[src/rtl/eiafc_pkg.sv]
// Shared types, codes and a helper function of the Ethernet IPv4/ARP frame classifier.
`default_nettype none

package eiafc_pkg;

   localparam int FRAME_WORD_W = 16;
   localparam int MAC_W        = 48;
   localparam int IP_W         = 32;
   localparam int CSR_INDEX_W  = 1;
   localparam int CSR_DATA_W   = 48;
   localparam int QUEUE_DEPTH  = 2;

   localparam logic [15:0] ETHERTYPE_IPV4 = 16'h0800;
   localparam logic [15:0] ETHERTYPE_ARP  = 16'h0806;
   localparam logic [15:0] ARP_OP_REQUEST = 16'h0001;
   localparam logic [15:0] WORD_ONES      = 16'hffff;
   localparam logic [15:0] WORD_ZERO      = 16'h0000;
   localparam logic [15:0] IP_HEADER_LEN  = 16'd20;
   localparam logic [7:0]  IP_PROTO_ICMP  = 8'h01;
   localparam logic [7:0]  ICMP_ECHO_REQ  = 8'h08;

   typedef enum logic [CSR_INDEX_W-1:0] {
      REG_STATION_MAC = 1'b0,
      REG_STATION_IP  = 1'b1
   } csr_index_type;

   typedef enum logic [2:0] {
      VERDICT_MAC_REJECT   = 3'd0,
      VERDICT_HDR_SUM_BAD  = 3'd1,
      VERDICT_IP_MISMATCH  = 3'd2,
      VERDICT_ECHO_OK      = 3'd3,
      VERDICT_ECHO_SUM_BAD = 3'd4,
      VERDICT_IP_OTHER     = 3'd5,
      VERDICT_ARP_FOR_US   = 3'd6,
      VERDICT_OTHER        = 3'd7
   } verdict_type;

   // Everything the back end needs to judge one finished frame.
   typedef struct packed {
      logic        mac_hit;
      logic [15:0] ether_kind;
      logic [15:0] header_sum;
      logic [15:0] header_sum_rx;
      logic [1:0]  dest_ip_match;
      logic [7:0]  protocol;
      logic [7:0]  icmp_type;
      logic [15:0] icmp_sum;
      logic [15:0] icmp_sum_rx;
      logic [15:0] arp_opcode;
      logic [1:0]  arp_target_match;
   } frame_summary_type;

   // Ones-complement add with end-around carry.
   function automatic logic [15:0] ones_add(input logic [15:0] s, input logic [15:0] w);
      logic [16:0] t;
      t = {1'b0, s} + {1'b0, w};
      return t[15:0] + {15'd0, t[16]};
   endfunction

endpackage

`default_nettype wire

[src/rtl/eiafc_if.sv]
// Handshake channel interfaces: frame words in, verdicts out, register writes.
`default_nettype none

interface eiafc_word_if;
   logic        valid;
   logic        ready;
   logic [15:0] frame_word;
   logic        last_word;

   modport source (output valid, output frame_word, output last_word, input ready);
   modport sink   (input valid, input frame_word, input last_word, output ready);
endinterface

interface eiafc_verdict_if;
   logic       valid;
   logic       ready;
   logic [2:0] verdict;
   logic [7:0] ip_protocol;

   modport source (output valid, output verdict, output ip_protocol, input ready);
   modport sink   (input valid, input verdict, input ip_protocol, output ready);
endinterface

interface eiafc_csr_if;
   logic        valid;
   logic        ready;
   logic [0:0]  index;
   logic [47:0] data;

   modport source (output valid, output index, output data, input ready);
   modport sink   (input valid, input index, input data, output ready);
endinterface

`default_nettype wire

[src/rtl/ethernet_ip_arp_frame_classifier.sv]
// Top level of the Ethernet IPv4/ARP receive frame classifier.
//
// Frame words enter on req_chan at one word per clock while ready is high, and one
// verdict word leaves on rsp_chan per frame once its summary has passed the queue and
// the output register. The front end folds each word into the running checksums and
// field matches as it arrives, which sets the rate of one word per cycle; finished frame
// summaries pass through a two-entry queue to the back end, which forms the verdict in
// an output register. Input ready drops only while the queue holds two frames whose
// verdicts are still waiting behind a stalled output. Registers are written on csr_chan,
// which is always ready; words beyond MAX_FRAME_WORDS in one frame are ignored.
`default_nettype none

module ethernet_ip_arp_frame_classifier
   import eiafc_pkg::*;
#(
   parameter int MAX_FRAME_WORDS = 1024
) (
   input  wire logic          clock,
   input  wire logic          reset,
   eiafc_word_if.sink         req_chan,
   eiafc_verdict_if.source    rsp_chan,
   eiafc_csr_if.sink          csr_chan
);

   logic [MAC_W-1:0]  station_mac_ff;
   logic [IP_W-1:0]   station_ip_ff;
   logic              queue_full;
   logic              word_accept;
   logic              push_valid;
   frame_summary_type push_data;
   logic              pop_valid;
   frame_summary_type pop_data;
   logic              pop;

   assign csr_chan.ready = 1'b1;
   assign req_chan.ready = !queue_full;
   assign word_accept    = req_chan.valid && !queue_full;

   always_ff @(posedge clock) begin
      if (reset) begin
         station_mac_ff <= '0;
         station_ip_ff  <= '0;
      end else if (csr_chan.valid) begin
         case (csr_index_type'(csr_chan.index))
            REG_STATION_MAC: station_mac_ff <= csr_chan.data[MAC_W-1:0];
            REG_STATION_IP:  station_ip_ff  <= csr_chan.data[IP_W-1:0];
            default: ;
         endcase
      end
   end

   eiafc_front #(
      .MAX_FRAME_WORDS (MAX_FRAME_WORDS)
   ) u_front (
      .clock       (clock),
      .reset       (reset),
      .word_valid  (word_accept),
      .word_data   (req_chan.frame_word),
      .word_last   (req_chan.last_word),
      .station_mac (station_mac_ff),
      .station_ip  (station_ip_ff),
      .push_valid  (push_valid),
      .push_data   (push_data)
   );

   eiafc_queue u_queue (
      .clock      (clock),
      .reset      (reset),
      .push_valid (push_valid),
      .push_data  (push_data),
      .full       (queue_full),
      .pop        (pop),
      .pop_valid  (pop_valid),
      .pop_data   (pop_data)
   );

   eiafc_back u_back (
      .clock     (clock),
      .reset     (reset),
      .sum_valid (pop_valid),
      .sum_data  (pop_data),
      .sum_pop   (pop),
      .rsp_chan  (rsp_chan)
   );

endmodule

`default_nettype wire

[src/rtl/eiafc_front.sv]
// Front end: accumulates one frame word per cycle while input ready is high and builds the frame summary.
`default_nettype none

module eiafc_front
   import eiafc_pkg::*;
#(
   parameter int MAX_FRAME_WORDS = 1024
) (
   input  wire logic              clock,
   input  wire logic              reset,
   input  wire logic              word_valid,
   input  wire logic [15:0]       word_data,
   input  wire logic              word_last,
   input  wire logic [MAC_W-1:0]  station_mac,
   input  wire logic [IP_W-1:0]   station_ip,
   output logic                   push_valid,
   output frame_summary_type      push_data
);

   localparam int POS_W = $clog2(MAX_FRAME_WORDS + 1);
   localparam logic [POS_W-1:0] POS_MAX = POS_W'(MAX_FRAME_WORDS);

   logic [POS_W-1:0] pos_ff, pos_in;
   logic [2:0]       mac_flags_ff, mac_flags_in;
   logic [15:0]      ether_kind_ff, ether_kind_in;
   logic [15:0]      hsum_ff, hsum_in;
   logic [15:0]      hsum_rx_ff, hsum_rx_in;
   logic [14:0]      icmp_words_ff, icmp_words_in;
   logic [7:0]       proto_ff, proto_in;
   logic [1:0]       dip_ff, dip_in;
   logic [7:0]       icmp_type_ff, icmp_type_in;
   logic [15:0]      isum_ff, isum_in;
   logic [15:0]      isum_rx_ff, isum_rx_in;
   logic [15:0]      opcode_ff, opcode_in;
   logic [1:0]       arp_ff, arp_in;

   logic        take;
   logic [15:0] ip_hi, ip_lo, mac_w, len_minus_hdr;
   logic [2:0]  flags_eff;

   assign ip_hi = station_ip[31:16];
   assign ip_lo = station_ip[15:0];
   assign take  = word_valid && (pos_ff < POS_MAX);
   assign len_minus_hdr = word_data - IP_HEADER_LEN;

   always_comb begin
      case (pos_ff)
         POS_W'(0): mac_w = station_mac[47:32];
         POS_W'(1): mac_w = station_mac[31:16];
         default:   mac_w = station_mac[15:0];
      endcase
   end

   always_comb begin
      pos_in        = pos_ff;
      mac_flags_in  = mac_flags_ff;
      ether_kind_in = ether_kind_ff;
      hsum_in       = hsum_ff;
      hsum_rx_in    = hsum_rx_ff;
      icmp_words_in = icmp_words_ff;
      proto_in      = proto_ff;
      dip_in        = dip_ff;
      icmp_type_in  = icmp_type_ff;
      isum_in       = isum_ff;
      isum_rx_in    = isum_rx_ff;
      opcode_in     = opcode_ff;
      arp_in        = arp_ff;
      if (take) begin
         pos_in = pos_ff + POS_W'(1);
         if (pos_ff < POS_W'(3)) begin
            if (word_data != WORD_ONES) mac_flags_in[0] = 1'b0;
            if (word_data != WORD_ZERO) mac_flags_in[1] = 1'b0;
            if (word_data != mac_w)     mac_flags_in[2] = 1'b0;
         end
         if (pos_ff == POS_W'(6))  ether_kind_in = word_data;
         if (pos_ff == POS_W'(8))  icmp_words_in = len_minus_hdr[15:1];
         if (pos_ff == POS_W'(10)) opcode_in = word_data;
         if (pos_ff == POS_W'(11)) proto_in = word_data[7:0];
         if (pos_ff >= POS_W'(7) && pos_ff <= POS_W'(16)) begin
            if (pos_ff == POS_W'(12)) hsum_rx_in = word_data;
            else hsum_in = ones_add(hsum_ff, word_data);
         end
         if (pos_ff == POS_W'(15) && word_data == ip_hi) dip_in[0] = 1'b1;
         if (pos_ff == POS_W'(16) && word_data == ip_lo) dip_in[1] = 1'b1;
         if (pos_ff == POS_W'(17)) icmp_type_in = word_data[15:8];
         if (pos_ff == POS_W'(18)) isum_rx_in = word_data;
         // The ICMP sum covers the payload words counted from word 17, minus the sum word.
         if (pos_ff >= POS_W'(17) && pos_ff != POS_W'(18) &&
             16'(pos_ff - POS_W'(17)) < {1'b0, icmp_words_ff}) begin
            isum_in = ones_add(isum_ff, word_data);
         end
         if (pos_ff == POS_W'(19) && word_data == ip_hi) arp_in[0] = 1'b1;
         if (pos_ff == POS_W'(20) && word_data == ip_lo) arp_in[1] = 1'b1;
      end
   end

   // Words missing from a short frame count as zero; only these flags can change then.
   always_comb begin
      flags_eff[0] = mac_flags_in[0] && (pos_in > POS_W'(2));
      flags_eff[1] = mac_flags_in[1];
      flags_eff[2] = mac_flags_in[2]
                     && !(pos_in <= POS_W'(1) && station_mac[31:16] != WORD_ZERO)
                     && !(pos_in <= POS_W'(2) && station_mac[15:0] != WORD_ZERO);

      push_data.mac_hit          = |flags_eff;
      push_data.ether_kind       = ether_kind_in;
      push_data.header_sum       = hsum_in;
      push_data.header_sum_rx    = hsum_rx_in;
      push_data.dest_ip_match[0] = dip_in[0] || (pos_in <= POS_W'(15) && ip_hi == WORD_ZERO);
      push_data.dest_ip_match[1] = dip_in[1] || (pos_in <= POS_W'(16) && ip_lo == WORD_ZERO);
      push_data.protocol         = proto_in;
      push_data.icmp_type        = icmp_type_in;
      push_data.icmp_sum         = isum_in;
      push_data.icmp_sum_rx      = isum_rx_in;
      push_data.arp_opcode       = opcode_in;
      push_data.arp_target_match[0] = arp_in[0] || (pos_in <= POS_W'(19) && ip_hi == WORD_ZERO);
      push_data.arp_target_match[1] = arp_in[1] || (pos_in <= POS_W'(20) && ip_lo == WORD_ZERO);
   end

   assign push_valid = word_valid && word_last;

   always_ff @(posedge clock) begin
      if (reset || push_valid) begin
         pos_ff        <= '0;
         mac_flags_ff  <= 3'b111;
         ether_kind_ff <= '0;
         hsum_ff       <= '0;
         hsum_rx_ff    <= '0;
         icmp_words_ff <= '0;
         proto_ff      <= '0;
         dip_ff        <= '0;
         icmp_type_ff  <= '0;
         isum_ff       <= '0;
         isum_rx_ff    <= '0;
         opcode_ff     <= '0;
         arp_ff        <= '0;
      end else begin
         pos_ff        <= pos_in;
         mac_flags_ff  <= mac_flags_in;
         ether_kind_ff <= ether_kind_in;
         hsum_ff       <= hsum_in;
         hsum_rx_ff    <= hsum_rx_in;
         icmp_words_ff <= icmp_words_in;
         proto_ff      <= proto_in;
         dip_ff        <= dip_in;
         icmp_type_ff  <= icmp_type_in;
         isum_ff       <= isum_in;
         isum_rx_ff    <= isum_rx_in;
         opcode_ff     <= opcode_in;
         arp_ff        <= arp_in;
      end
   end

endmodule

`default_nettype wire

[src/rtl/eiafc_queue.sv]
// Short queue of frame summaries between the front and back ends.
`default_nettype none

module eiafc_queue
   import eiafc_pkg::*;
(
   input  wire logic              clock,
   input  wire logic              reset,
   input  wire logic              push_valid,
   input  wire frame_summary_type push_data,
   output logic                   full,
   input  wire logic              pop,
   output logic                   pop_valid,
   output frame_summary_type      pop_data
);

   localparam int PTR_W = (QUEUE_DEPTH > 1) ? $clog2(QUEUE_DEPTH) : 1;
   localparam int CNT_W = $clog2(QUEUE_DEPTH + 1);

   frame_summary_type entry_ff [QUEUE_DEPTH];
   logic [PTR_W-1:0]  wr_ptr_ff, rd_ptr_ff;
   logic [CNT_W-1:0]  count_ff;
   logic              do_push, do_pop;

   assign full      = (count_ff == CNT_W'(QUEUE_DEPTH));
   assign pop_valid = (count_ff != '0);
   assign pop_data  = entry_ff[rd_ptr_ff];
   assign do_push   = push_valid && !full;
   assign do_pop    = pop && pop_valid;

   always_ff @(posedge clock) begin
      if (do_push) entry_ff[wr_ptr_ff] <= push_data;
   end

   always_ff @(posedge clock) begin
      if (reset) begin
         wr_ptr_ff <= '0;
         rd_ptr_ff <= '0;
         count_ff  <= '0;
      end else begin
         if (do_push) begin
            wr_ptr_ff <= (wr_ptr_ff == PTR_W'(QUEUE_DEPTH - 1)) ? '0 : wr_ptr_ff + PTR_W'(1);
         end
         if (do_pop) begin
            rd_ptr_ff <= (rd_ptr_ff == PTR_W'(QUEUE_DEPTH - 1)) ? '0 : rd_ptr_ff + PTR_W'(1);
         end
         if (do_push && !do_pop) count_ff <= count_ff + CNT_W'(1);
         else if (do_pop && !do_push) count_ff <= count_ff - CNT_W'(1);
      end
   end

endmodule

`default_nettype wire

[src/rtl/eiafc_back.sv]
// Back end: turns a frame summary into a verdict and holds it in the output register.
`default_nettype none

module eiafc_back
   import eiafc_pkg::*;
(
   input  wire logic              clock,
   input  wire logic              reset,
   input  wire logic              sum_valid,
   input  wire frame_summary_type sum_data,
   output logic                   sum_pop,
   eiafc_verdict_if.source        rsp_chan
);

   logic        valid_ff;
   verdict_type verdict_ff, verdict_in;
   logic [7:0]  proto_ff, proto_in;
   logic        load;
   logic        is_ipv4;

   assign load    = sum_valid && (!valid_ff || rsp_chan.ready);
   assign sum_pop = load;
   assign is_ipv4 = (sum_data.ether_kind == ETHERTYPE_IPV4);

   always_comb begin
      proto_in = is_ipv4 ? sum_data.protocol : 8'd0;
      if (!sum_data.mac_hit) begin
         verdict_in = VERDICT_MAC_REJECT;
      end else if (is_ipv4) begin
         if (sum_data.header_sum_rx != ~sum_data.header_sum) begin
            verdict_in = VERDICT_HDR_SUM_BAD;
         end else if (sum_data.dest_ip_match != 2'b11) begin
            verdict_in = VERDICT_IP_MISMATCH;
         end else if (sum_data.icmp_type == ICMP_ECHO_REQ &&
                      sum_data.protocol == IP_PROTO_ICMP) begin
            verdict_in = (sum_data.icmp_sum_rx == ~sum_data.icmp_sum) ?
                         VERDICT_ECHO_OK : VERDICT_ECHO_SUM_BAD;
         end else begin
            verdict_in = VERDICT_IP_OTHER;
         end
      end else if (sum_data.ether_kind == ETHERTYPE_ARP &&
                   sum_data.arp_opcode == ARP_OP_REQUEST &&
                   sum_data.arp_target_match == 2'b11) begin
         verdict_in = VERDICT_ARP_FOR_US;
      end else begin
         verdict_in = VERDICT_OTHER;
      end
   end

   always_ff @(posedge clock) begin
      if (reset) begin
         valid_ff <= 1'b0;
      end else if (load) begin
         valid_ff <= 1'b1;
      end else if (rsp_chan.ready) begin
         valid_ff <= 1'b0;
      end
   end

   always_ff @(posedge clock) begin
      if (load) begin
         verdict_ff <= verdict_in;
         proto_ff   <= proto_in;
      end
   end

   assign rsp_chan.valid       = valid_ff;
   assign rsp_chan.verdict     = verdict_ff;
   assign rsp_chan.ip_protocol = proto_ff;

endmodule

`default_nettype wire
[src/flat_wrapper.sv]
// flat-port wrapper written by rule: the top's interface ports become plain ports
module ethernet_ip_arp_frame_classifier_flat import eiafc_pkg::*;
#(
   parameter int MAX_FRAME_WORDS = 1024
)
  (clock, reset, req_chan_valid, req_chan_frame_word, req_chan_last_word, req_chan_ready, rsp_chan_valid, rsp_chan_verdict, rsp_chan_ip_protocol, rsp_chan_ready, csr_chan_valid, csr_chan_index, csr_chan_data, csr_chan_ready);
  eiafc_word_if req_chan_i ();
  eiafc_verdict_if rsp_chan_i ();
  eiafc_csr_if csr_chan_i ();
  input  wire logic clock;
  input  wire logic reset;
  input wire logic [$bits(req_chan_i.valid)-1:0] req_chan_valid;
  input wire logic [$bits(req_chan_i.frame_word)-1:0] req_chan_frame_word;
  input wire logic [$bits(req_chan_i.last_word)-1:0] req_chan_last_word;
  output wire logic [$bits(req_chan_i.ready)-1:0] req_chan_ready;
  output wire logic [$bits(rsp_chan_i.valid)-1:0] rsp_chan_valid;
  output wire logic [$bits(rsp_chan_i.verdict)-1:0] rsp_chan_verdict;
  output wire logic [$bits(rsp_chan_i.ip_protocol)-1:0] rsp_chan_ip_protocol;
  input wire logic [$bits(rsp_chan_i.ready)-1:0] rsp_chan_ready;
  input wire logic [$bits(csr_chan_i.valid)-1:0] csr_chan_valid;
  input wire logic [$bits(csr_chan_i.index)-1:0] csr_chan_index;
  input wire logic [$bits(csr_chan_i.data)-1:0] csr_chan_data;
  output wire logic [$bits(csr_chan_i.ready)-1:0] csr_chan_ready;
  assign req_chan_i.valid = req_chan_valid;
  assign req_chan_i.frame_word = req_chan_frame_word;
  assign req_chan_i.last_word = req_chan_last_word;
  assign req_chan_ready = req_chan_i.ready;
  assign rsp_chan_valid = rsp_chan_i.valid;
  assign rsp_chan_verdict = rsp_chan_i.verdict;
  assign rsp_chan_ip_protocol = rsp_chan_i.ip_protocol;
  assign rsp_chan_i.ready = rsp_chan_ready;
  assign csr_chan_i.valid = csr_chan_valid;
  assign csr_chan_i.index = csr_chan_index;
  assign csr_chan_i.data = csr_chan_data;
  assign csr_chan_ready = csr_chan_i.ready;
  ethernet_ip_arp_frame_classifier #(.MAX_FRAME_WORDS(MAX_FRAME_WORDS)) u_core (.clock(clock), .reset(reset), .req_chan(req_chan_i), .rsp_chan(rsp_chan_i), .csr_chan(csr_chan_i));
endmodule
[config.mk]
export PLATFORM = sky130hd
export DESIGN_NAME = ethernet_ip_arp_frame_classifier_flat
export DESIGN_NICKNAME = d
export VERILOG_FILES = /design/src/rtl/eiafc_pkg.sv /design/src/rtl/eiafc_if.sv /design/src/rtl/ethernet_ip_arp_frame_classifier.sv /design/src/rtl/eiafc_front.sv /design/src/rtl/eiafc_queue.sv /design/src/rtl/eiafc_back.sv /design/src/flat_wrapper.sv
export SDC_FILE = /design/constraint.sdc
export NUM_CORES = 1
export LEC_CHECK = 0
export BUFFER_PORTS_ARGS = -buffer_cell sky130_fd_sc_hd__buf_2
export CAP_MARGIN = 20
export CORE_ASPECT_RATIO = 1.4
export CORE_UTILIZATION = 45
export DETAILED_ROUTE_END_ITERATION = 16
export GPL_TIMING_DRIVEN = 0
export SYNTH_ARGS = -nofsm -noshare
export SYNTH_HDL_FRONTEND = slang
export SYNTH_SLANG_ARGS = --single-unit
[constraint.sdc]
create_clock -name clock -period 6.7 [get_ports clock]
set_input_delay 0.335 -clock clock [delete_from_list [all_inputs] [get_ports clock]]
set_output_delay 0.335 -clock clock [all_outputs]
set_load 0.03 [all_outputs]
# Word level (Yosys, flattened, before mapping)
# Memory sizes are Yosys's and may differ from the RTL's. A register that Yosys moved wholly into a read port is not among the register bits.
# Cells that the tools add are included.
dict set report word_totals {
  regBits 241
  ramBits 234
  in_bits 71
  out_inout_bits 14
  elab_cells 175
  n_memories 1
}
# memory words width rd rd_ports_with_merged_regs write_ports line_no
set mem_list {}
lappend mem_list {u_core.u_queue.entry_ff 2 117 1 1 1 eiafc_queue.sv:20} ;# frame_summary_type entry_ff [QUEUE_DEPTH];
dict set report classes {
  addsub 11
  order_cmp 13
  eq_ne 27
  mux 47
  bitwise 3
  n_reduce_logical 52
}
# op n
set ops {}
lappend ops {{two-way mux 16 bit} 14}
lappend ops {{equality test 11 x 4 -> 1 bit, second input constant} 5}
lappend ops {{equality test 11 x 5 -> 1 bit, second input constant} 5}
lappend ops {{equality test 16 bit} 3}
lappend ops {{nonzero test 16 bit} 3}
lappend ops {{less-or-equal comparator 11 x 5 -> 1 bit, second input constant} 4}
lappend ops {{adder 16 x 16 -> 17 bit} 2}
lappend ops {{adder 16 x 1 -> 16 bit} 2}
lappend ops {{equality test 16 x 12 -> 1 bit, second input constant} 2}
lappend ops {{zero test 16 bit} 2}
lappend ops {{two-way mux 8 bit} 4}
lappend ops {{!= test 16 bit} 2}
lappend ops {{inverter 16 bit} 2}
lappend ops {{one-hot mux 16 bit (2 select lines)} 1}
lappend ops {{logical AND 1 bit} 27}
lappend ops {{two-way mux 3 bit} 7}
lappend ops {{equality test 16 x 1 -> 1 bit, second input constant} 1}
lappend ops {{less-than comparator 16 x 15 -> 1 bit} 1}
lappend ops {{two-way mux 1 bit} 16}
lappend ops {{!= test 16 bit, second input constant} 1}
lappend ops {{subtractor 16 x 5 -> 16 bit, second input constant} 1}
lappend ops {{subtractor 11 x 5 -> 12 bit, second input constant} 1}
lappend ops {{adder 11 x 1 -> 11 bit, second input constant} 1}
lappend ops {{equality test 11 x 1 -> 1 bit, second input constant} 1}
lappend ops {{other kinds (26)} 45}

# Longest topological paths before layout
# Gate-level depths: netlist of the first run.
dict set report depth {
  word_depth 11
  mapped_depth 21
  mapped_depth_nobuf 21
}

# Cells and area by module
# From an unflattened synthesis of the first run, not the netlist that was laid out.
dict set report hier_totals {
  hier_cells 1995
  area_unflattened_um2 23128.4
}
# mod n_inst cells_each area_each_um2 seq_area_each_um2
set modules_own_cells {}
lappend modules_own_cells {eiafc_front 1 1193 10002.1 2902.8}
lappend modules_own_cells {eiafc_queue 1 389 8773.4 7126.8}
lappend modules_own_cells {ethernet_ip_arp_frame_classifier 1 318 3375.7 1601.5}
lappend modules_own_cells {eiafc_back 1 95 977.2 350.3}

# Worst setup path after synthesis of the first run
# OpenSTA, ideal clock, no wires.
dict set report synth_timing {
  path_type {reg2reg}
  start {reg u_core.u_queue.count_ff[0]}
  end {mem u_core.u_queue.entry_ff[0][0] in the netlist's numbering, enable pin}
  setup_time_ns 0.608
  arrival_ns 6.329
  required_time_ns 6.092
  setup_slack_ns -0.238
  path_stages_with_launch 5
  path_buffers 1
  period_less_slack_ns 6.938
  path_cell_list {dfxtp_1 nand2b_1 and3_1 clkbuf_1 nor2b_1}
}
dict set report synth_between {
  elab_chain_cells 7
}
# item line_no
set synth_lines {}
lappend synth_lines {{start: declaration} eiafc_queue.sv:22} ;# logic [CNT_W-1:0] count_ff;
lappend synth_lines {{start signal: assignment} eiafc_queue.sv:47} ;# if (do_push && !do_pop) count_ff <= count_ff + CNT_W'(1);
lappend synth_lines {{start signal: assignment} eiafc_queue.sv:48} ;# else if (do_pop && !do_push) count_ff <= count_ff - CNT_W'(1);
lappend synth_lines {{equality test 2 bit (*)} eiafc_queue.sv:25} ;# assign full = (count_ff == CNT_W'(QUEUE_DEPTH));
lappend synth_lines {{zero test 1 bit (*)} n/a}
lappend synth_lines {{net req_chan_ready} flat_wrapper.sv:15} ;# output wire logic [$bits(req_chan_i.ready)-1:0] req_chan_ready;
lappend synth_lines {{logical AND 1 bit} ethernet_ip_arp_frame_classifier.sv:37} ;# assign word_accept = req_chan.valid && !queue_full;
lappend synth_lines {{logical AND 1 bit} eiafc_front.sv:120} ;# assign push_valid = word_valid && word_last;
lappend synth_lines {{logical AND 1 bit (*)} eiafc_queue.sv:28} ;# assign do_push = push_valid && !full;
lappend synth_lines {{net u_core.u_queue.do_push} eiafc_queue.sv:23} ;# logic do_push, do_pop;
lappend synth_lines {{two-way mux 1 bit (*)} eiafc_queue.sv:32} ;# if (do_push) entry_ff[wr_ptr_ff] <= push_data;
lappend synth_lines {{two-way mux 1 bit (not written as such) (*)} eiafc_queue.sv:32}
lappend synth_lines {{end: declaration} eiafc_queue.sv:20}
# The timed path passes the listed nets; every way through them passes the cells marked *.

==> results of run 1 <==
[tightest hold or removal path: stages]
cell     delay, ns
buf_2         0.10
nand2_1       0.05
a21oi_1       0.05
[power by group]
group	internal, mW	leakage, nW	switching, mW
combinational	0.266	4.08	0.570
clock	1.65	0.798	1.12
sequential	3.24	4.20	0.0874
[cell usage after synthesis (22+ instances only)]
| cell type | count |
|---|---|
| dfxtp_1 | 231 |
| nor2_1 | 111 |
| clkbuf_1 | 93 |
| inv_1 | 47 |
| xor2_1 | 73 |
| a211oi_1 | 24 |
| o21ai_0 | 53 |
| nand3_1 | 22 |
| xnor2_1 | 116 |
| nor3_1 | 24 |
| nor4_1 | 58 |
| nand4_1 | 28 |
| a21oi_1 | 170 |
| edfxtp_1 | 245 |
| ha_1 | 57 |
| mux2_2 | 66 |
| and2_1 | 99 |
| nand2_1 | 284 |
[timing repair]
item                                   CTS  global route
endpoints found under the hold margin    7             0
hold buffers                             7             0
setup buffers                            0             0
[metrics by stage]
step,setup slack (ns),hold WS [ns]
after floorplan,2.01,0.436
after global placement,0.0103,0.445
after detailed placement,0.832,0.447
after CTS,1.39,0.000758
after global routing,0.892,0.0179
final,1.26,0.0211
[path summary, 6_finish.rpt]
path / to / startpoint / slack [ns]
max: u_core.u_queue.entry_ff[0][47] / req_chan_frame_word[1] / 1.26
min: u_core.station_mac_ff[41] / csr_chan_data[41] / 0.02
max reg2reg: u_core.u_queue.entry_ff[1][41] / u_core.u_front.pos_ff[0] / 1.66
min reg2reg: u_core.station_mac_ff[37] / u_core.station_mac_ff[37] / 0.46
[state kept, by name (all words and copies together) (netlist names), named ones only]
register                            count
u_core.u_front.hsum_rx_ff              16
u_core.u_front.hsum_ff                 16
u_core.station_ip_ff                   32
u_core.u_front.icmp_type_ff             8
u_core.u_back.rsp_chan.valid            1
u_core.u_front.proto_ff                 8
u_core.u_front.isum_rx_ff              16
u_core.u_queue.rd_ptr_ff                1
u_core.u_front.dip_ff                   2
u_core.u_front.mac_flags_ff             3
u_core.u_front.icmp_words_ff           15
u_core.u_queue.entry_ff               234
u_core.u_front.isum_ff                 16
u_core.u_front.pos_ff                  11
u_core.u_front.arp_ff                   2
u_core.station_mac_ff                  48
u_core.u_back.rsp_chan.ip_protocol      8
u_core.u_front.ether_kind_ff           16
u_core.u_back.rsp_chan.verdict          3
u_core.u_queue.count_ff                 2
u_core.u_queue.wr_ptr_ff                1
u_core.u_front.opcode_ff               16
[kinds of logic (layout without fill, tap and decap cells)]
family          count (synthesis)  count (layout)  share of synthesized area
simple gates                  709             709                      0.163
compound gates                344             344                     0.0970
flops                         476             476                      0.559
buf+inv                       152             340                     0.0273
xor+xnor                      189             189                     0.0773
fa+ha+maj                      59              59                     0.0352
mux                            80              80                     0.0412
other cells                     1               1                   0.000175
[metal layers]
| layer | GRT usage | up-vias |
|---|---|---|
| met5 | 0 | - |
| met4 | 0.130 | 0 |
| met3 | 0.0254 | 131 |
| met2 | 0.483 | 371 |
| met1 | 0.273 | 7464 |
| li1 | - | 7450 |
[cell type report]
class / instances / share of cell area
plain buffers: 105 / 0.0166
clock inverters: 27 / 0.0134
repair buffers: 104 / 0.0302
multi-input cells: 1382 / 0.361
well taps: 624 / 0.0318
inverters: 47 / 0.00717
flip-flops and latches: 476 / 0.487
clock buffers: 57 / 0.0527
==> key figures, run 1 <==
Worst hold path
  • Hold path depth: 3
  • Hold/Removal Path Class: in -> reg

Drt
  • Post-DR vias/cell: 5.46
  • DR WL met2: about 33,000 um
  • Met3 routed WL: 1970 um
  • Initial DRT Pass Iterations: 6
  • WL/cell: roughly 22 um
  • Post-Route WL: 61,100 um
  • WL met1: 23,500 um
  • Via count of the routed design: approximately 15,000
  • Final ANT Viol Nets: 0
  • DRC: 0
  • DR top layer: met4
  • Initial DRC count: between 800 and 900

Synthesis
  • Post-synthesis cell type with the largest combined area: edfxtp_1
  • Distinct cells, synth: 72
  • Number of synthesized flops with an enable pin: 245
  • Synth top area share: 0.343
  • Post-Syn Area per Cell: 10.7 sq um
  • Dominant synthesized flop cell: edfxtp_1
  • Mapped Cells: 2,010
  • Syn. warnings: 0
  • Post-Syn Area: 21,400 sq um
  • Dominant cells by area after synthesis: edfxtp_1 (34%), dfxtp_1 (22%), nand2_1 (5.0%), xnor2_1 (4.7%), a21oi_1 (4.0%)
  • Sequential fraction of the synthesis area: 0.559
  • Post-Syn Nets: 2,140
  • Seq cells post-synth: 476
  • Post-synth ARST share: 0

Placed design
  • DP HPWL: around 47,000 um
  • Area after DPL: 22,900 sq um
  • Placed cells: 2,731
  • Port Buf Inserts: 82
  • GP Congestion: between 0.9 and 1

Outcome
  • Status: finished, final reports clean

Timing
  • Max-slew violation count: 0
  • Worst-margin pin slew: 1.18 ns
  • Final setup viols: 0
  • Final min period: 5.44 ns
  • TNS Setup: 0 ns
  • FMAX: 0.184 GHz
  • Final worst-path cycle share: 0.812
  • Relative slew slack: 0.207
  • Clk_skew: 0.0302 ns
  • Fin. Hold Viols: 0
  • RSZ-0062 raised after global routing: false

Clock tree
  • CTS root buf: clkbuf_16
  • Clock slew at reported path FFs: 0.06 ns
  • Worst skew pair latency: 0.58 ns
  • CTS H-Tree Depth: 2
  • Sinks on Clock Net: about 480
  • Post-CTS resize count: 0
  • CTS tree: built
  • CTS Buffer Depth: 3
  • CTS Buf Count: 45

Setup path
  • Critical path's top delay family: compound AO/OA/AOI/OAI gates
  • R2R depth: 12
  • Worst-path cell chain: buf_2 -> clkbuf_1 -> buf_8 -> inv_1 -> fa_1 -> nor2b_1 -> o211ai_1 -> a21oi_1 -> nor2_1 -> o21ai_0 -> a21oi_1 -> nor2_1 -> o21ai_0 -> nand2b_1 -> ha_1 -> nand3_1 -> a311oi_1 -> nand4_1 -> a2111oi_0 -> nand3_1 -> xnor2_1 -> a21oi_1
  • Critical path class: in -> reg
  • Slowest-stage cell, CP: a2111oi_0
  • Cell count along the critical path: 22
  • Startpoint types: primary input
  • Max Fanout on Critical Path: 6
  • Worst path max stage delay: 0.97 ns
  • Worst Path Arrival: 5.72 ns
  • CP endpoint kind: register
  • Worst path most repeated cell: a21oi_1
  • Critical path required time: 6.98 ns
  • Worst Path Buf+Inv: 4

Final layout
  • ANT cells: 0
  • Nets@finish: roughly 2,300
  • Most frequent cells in the layout: nand2_1 (284), edfxtp_1 (245), dfxtp_1 (231)
  • Area Overhead vs Synth: 14.8%
  • Register area: 12,000 sq um
  • Area of the multi-input gates: 8870 sq um
  • Share of layout cells above drive strength 1: 0.117
  • Commonest non-fill, non-tap cell in the layout: nand2_1
  • Final Cell Area: 24,600 sq um
  • Final std cells w/o fill: 2,822
  • Fill count: 4,257
  • Final Core Density: 0.523

Pwr
  • Leak: 9.07 nW
  • Peak supply drop: 0.000181 V
  • Total power: 6.94 mW
  • Pwr Density: 282 nW/um^2

Global route
  • Grt ovf: 0
  • Largest net degree at the start of global routing: 60
  • Total GRT Usage: 0.252
  • First-pass GRT wire length: 91,400 um
  • Antenna violations before repair: 0
  • Vias in the first global route: about 15,000

Die
  • Die Area: 48,500 sq um
  • I/O Pins: 85
  • Row count: 94
  • Placeable core region: between 40,000 and 50,000 sq um
  • Starting Density: 0.455
  • Die boundary height: 260 um
  • Die Wd: between 150 and 200 um

Flow run
  • Max cap viols: 0
Power figures use the tool's default switching activity.
==> inputs of run 2 (changes only) <==
==> constraint.sdc (replaced) <==
create_clock -name clock -period 5.2 [get_ports clock]
set_input_delay 0.26 -clock clock [delete_from_list [all_inputs] [get_ports clock]]
set_output_delay 0.26 -clock clock [all_outputs]
set_load 0.03 [all_outputs]
==> run 2 against run 1 <==
  * Flip-flop and latch count unchanged
  * Register-to-register slack worse by 1.2 ns
  * Clock skew shrank 0.0011 ns
  * First-iteration DRC count rose by 3.6%
  * Core utilization up 0.93 points
  * Critical path depth decreased by 6
  * Non-clock buffer count grew 43
  * Worst hold slack gained 0.047 ns
  * Routed wire length is 0.72% higher
  * Via count up 1.1%
  * Critical endpoint is now u_core.u_queue.entry_ff[0][42]
  * Largest cell class unchanged
  * Largest power group unchanged
==> key figures, run 2 (synthesized netlist as in run 1, its figures left out) <==
Outcome
  • Status: finished, final reports clean

Die
  • Starting Density: 0.455 (unchanged)
  • Row count: 94 (unchanged)
  • Placeable core region: 47,000 sq um (unchanged)
  • Die Wd: 186 um (unchanged)
  • Die Area: 48,500 sq um (unchanged)
  • I/O Pins: 85 (unchanged)
  • Die boundary height: 260 um (unchanged)

Worst hold path
  • Min-Delay Endpoint: u_core.u_back.rsp_chan.valid
  • Hold_sp: rsp_chan_ready
  • Hold/Removal Path Class: in -> reg
  • Hold path depth: 3 (unchanged)

Timing
  • Final setup viols: 0 (unchanged)
  • RSZ-0062 raised after global routing: false
  • FMAX: 0.212 GHz
  • Final min period: 4.73 ns
  • Relative slew slack: 0.249 (+0.0416)
  • Clk_skew: 0.0292 ns (-0.00107 ns)
  • Max-slew violation count: 0 (unchanged)
  • Fin. Hold Viols: 0 (unchanged)
  • Worst-margin pin slew: 1.13 ns (-0.0500 ns)
  • Final worst-path cycle share: 0.909
  • Final worst setup slack: 0.473 ns (-0.787 ns)
  • TNS Setup: 0 ns (unchanged)

Final layout
  • Final Cell Area: 25,000 sq um (+1.8%)
  • Fill count: 4,183 (-1.7%)
  • Nets@finish: 2,334 (+1.9%)
  • Biggest regs: u_core.u_queue.entry_ff: 234 flops, u_core.station_mac_ff: 48 flops, u_core.station_ip_ff: 32 flops
  • Most frequent cells in the layout: nand2_1 (284), edfxtp_1 (245), dfxtp_1 (231)
  • Top reg by flops: u_core.u_queue.entry_ff
  • Commonest non-fill, non-tap cell in the layout: nand2_1
  • Area Overhead vs Synth: 16.8%
  • Max FFs per register: 234 (unchanged)
  • Share of layout cells above drive strength 1: 0.117 (-0.000467)

Clock tree
  • CTS Buf Count: 45 (unchanged)
  • Sinks on Clock Net: 476 (unchanged)
  • CTS H-Tree Depth: 2 (unchanged)
  • Clock slew at reported path FFs: 0.07 ns (about the same)
  • Worst skew pair latency: 0.58 ns (about the same)
  • CTS Buffer Depth: 3 (unchanged)
  • CTS root buf: clkbuf_16
  • CTS tree: built

Flow run
  • Max cap viols: 0 (unchanged)

Drt
  • Via count of the routed design: 15,600 (+1.1%)
  • Initial DRT Pass Iterations: 5 (-1)
  • WL/cell: 21.5 um (-0.82%)
  • DRC: 0 (unchanged)
  • Initial DRC count: 898 (+3.6%)
  • Post-Route WL: 61,600 um (+0.72%)
  • Post-DR vias/cell: 5.44 (-0.40%)
  • Final ANT Viol Nets: 0 (unchanged)

Placed design
  • Area after DPL: 22,900 sq um (unchanged)
  • DP HPWL: 46,500 um (unchanged)
  • GP Congestion: 0.967 (unchanged)
  • DP Worst Slack: -0.593 ns (-1.42 ns)
  • Port Buf Inserts: 82 (unchanged)

Pwr
  • Total power: 8.97 mW (+29%)
  • Peak supply drop: 0.000234 V (+29%)
  • Leak: 9.26 nW (+2.0%)
  • Pwr Density: 358 nW/um^2 (+27%)

Global route
  • Grt ovf: 0 (unchanged)
  • Vias in the first global route: 15,600 (+1.6%)
  • First-pass GRT wire length: 92,100 um (+0.70%)
  • Largest net degree at the start of global routing: 60 (unchanged)
  • Antenna violations before repair: 0 (unchanged)
  • Total GRT Usage: 0.253 (+0.00139)

Setup path
  • Critical R2R Launch: u_core.u_front.pos_ff[0]
  • Critical path class: reg -> reg
  • Slowest-stage cell, CP: o21ai_0
  • R2R depth: 16 (+4)
  • Critical path required time: 5.45 ns (-1.53 ns)
  • CP endpoint kind: register
  • Reg2reg end: u_core.u_queue.entry_ff[0][42]
  • Worst Path Arrival: 4.97 ns (-0.75 ns)
  • Critical path's top delay family: compound AO/OA/AOI/OAI gates
  • Worst Path Buf+Inv: 5 (+1)
  • Startpoint types: register
  • Max Fanout on Critical Path: 10 (+4)
  • R2r setup slk: 0.47 ns (-1.19 ns)
  • Worst path max stage delay: 0.78 ns (-0.19 ns)
  • Worst-path cell chain: clkbuf_1 -> inv_1 -> ha_1 -> clkbuf_1 -> nand2_1 -> a21oi_1 -> nor3b_1 -> xor2_1 -> ha_1 -> a31oi_1 -> a21oi_1 -> o21ai_0 -> o211ai_1 -> buf_4 -> clkbuf_1 -> o21ai_0
  • Worst path most repeated cell: clkbuf_1
-- run 2: changes by cell type in the layout (fill, tap and decap cells not counted), sizes merged --
cell         before  now
buf             109  112
clkbuf          150  149
diode             0    1
dlygate4sd3       7   48
-- run 2: metal layers --
layer / part of all wire / global-route usage / vias to the layer above
met3: 0.034 / 0.0273 / 136
met5: 0 / 0 / -
li1: - / - / 7535
met1: 0.38 / 0.272 / 7538
met2: 0.53 / 0.485 / 384
met4: 0.054 / 0.135 / 0
-- run 2: what timing repair did --
action                                  CTS  global route
endpoints found under the hold margin    80             0
gates resized for setup                   1             2
pin swaps                                 0             2
gates cloned                              0             0
endpoints found under the setup margin    2            14
hold buffers                             48             0
setup buffers                             0             3
-- run 2: area by class of cell --
cell class / count / area [sq um] / area share
Sequential cell: 476 / 12000 / 0.479
Clock buffer: 57 / 1300 / 0.0518
Multi-Input combinational cell: 1382 / 8880 / 0.355
Timing Repair Buffer: 148 / 1180 / 0.0470
Tap cell: 624 / 781 / 0.0312
Antenna cell: 1 / 2.50 / 0.000100
Clock inverter: 27 / 329 / 0.0131
Inverter: 47 / 176 / 0.00705
Buffer: 104 / 404 / 0.0161
-- run 2: worst max path at each step --
stage                               start                              to  depth (start not counted)
3_3_place_gp       req_chan_frame_word[1]  u_core.u_queue.entry_ff[0][48]                         21
3_5_place_dp       req_chan_frame_word[1]  u_core.u_queue.entry_ff[1][41]                         22
4_1_cts            req_chan_frame_word[1]  u_core.u_queue.entry_ff[0][47]                         22
6_report         u_core.u_front.pos_ff[0]  u_core.u_queue.entry_ff[0][42]                         16
2_1_floorplan  u_core.u_queue.count_ff[0]   u_core.u_queue.entry_ff[0][0]                          4
5_1_grt         u_core.u_front.isum_ff[0]  u_core.u_queue.entry_ff[1][49]                         20
-- run 2: where the power goes --
group / switching [mW] / internal, mW / leakage, nW
logic: 0.740 / 0.362 / 4.26
registers: 0.113 / 4.18 / 4.20
clock network: 1.45 / 2.12 / 0.798
total: 2.31 / 6.67 / 9.26
-- run 2: metrics by stage --
| step | hold WS (ns) | instances | util |
|---|---|---|---|
| after floorplan | 0.396 | 2010 | - |
| after global placement | 0.445 | 2716 | 0.481 |
| after detailed placement | 0.447 | 2731 | 0.487 |
| after CTS | 0.0546 | 2863 | 0.531 |
| after global routing | 0.0892 | 2865 | 0.532 |
| final | 0.0678 | 2866 | 0.532 |
-- run 2: worst min-delay path, stage by stage --
cell      delay, ns
buf_2          0.07
nand2b_1       0.14
a21oi_1        0.10
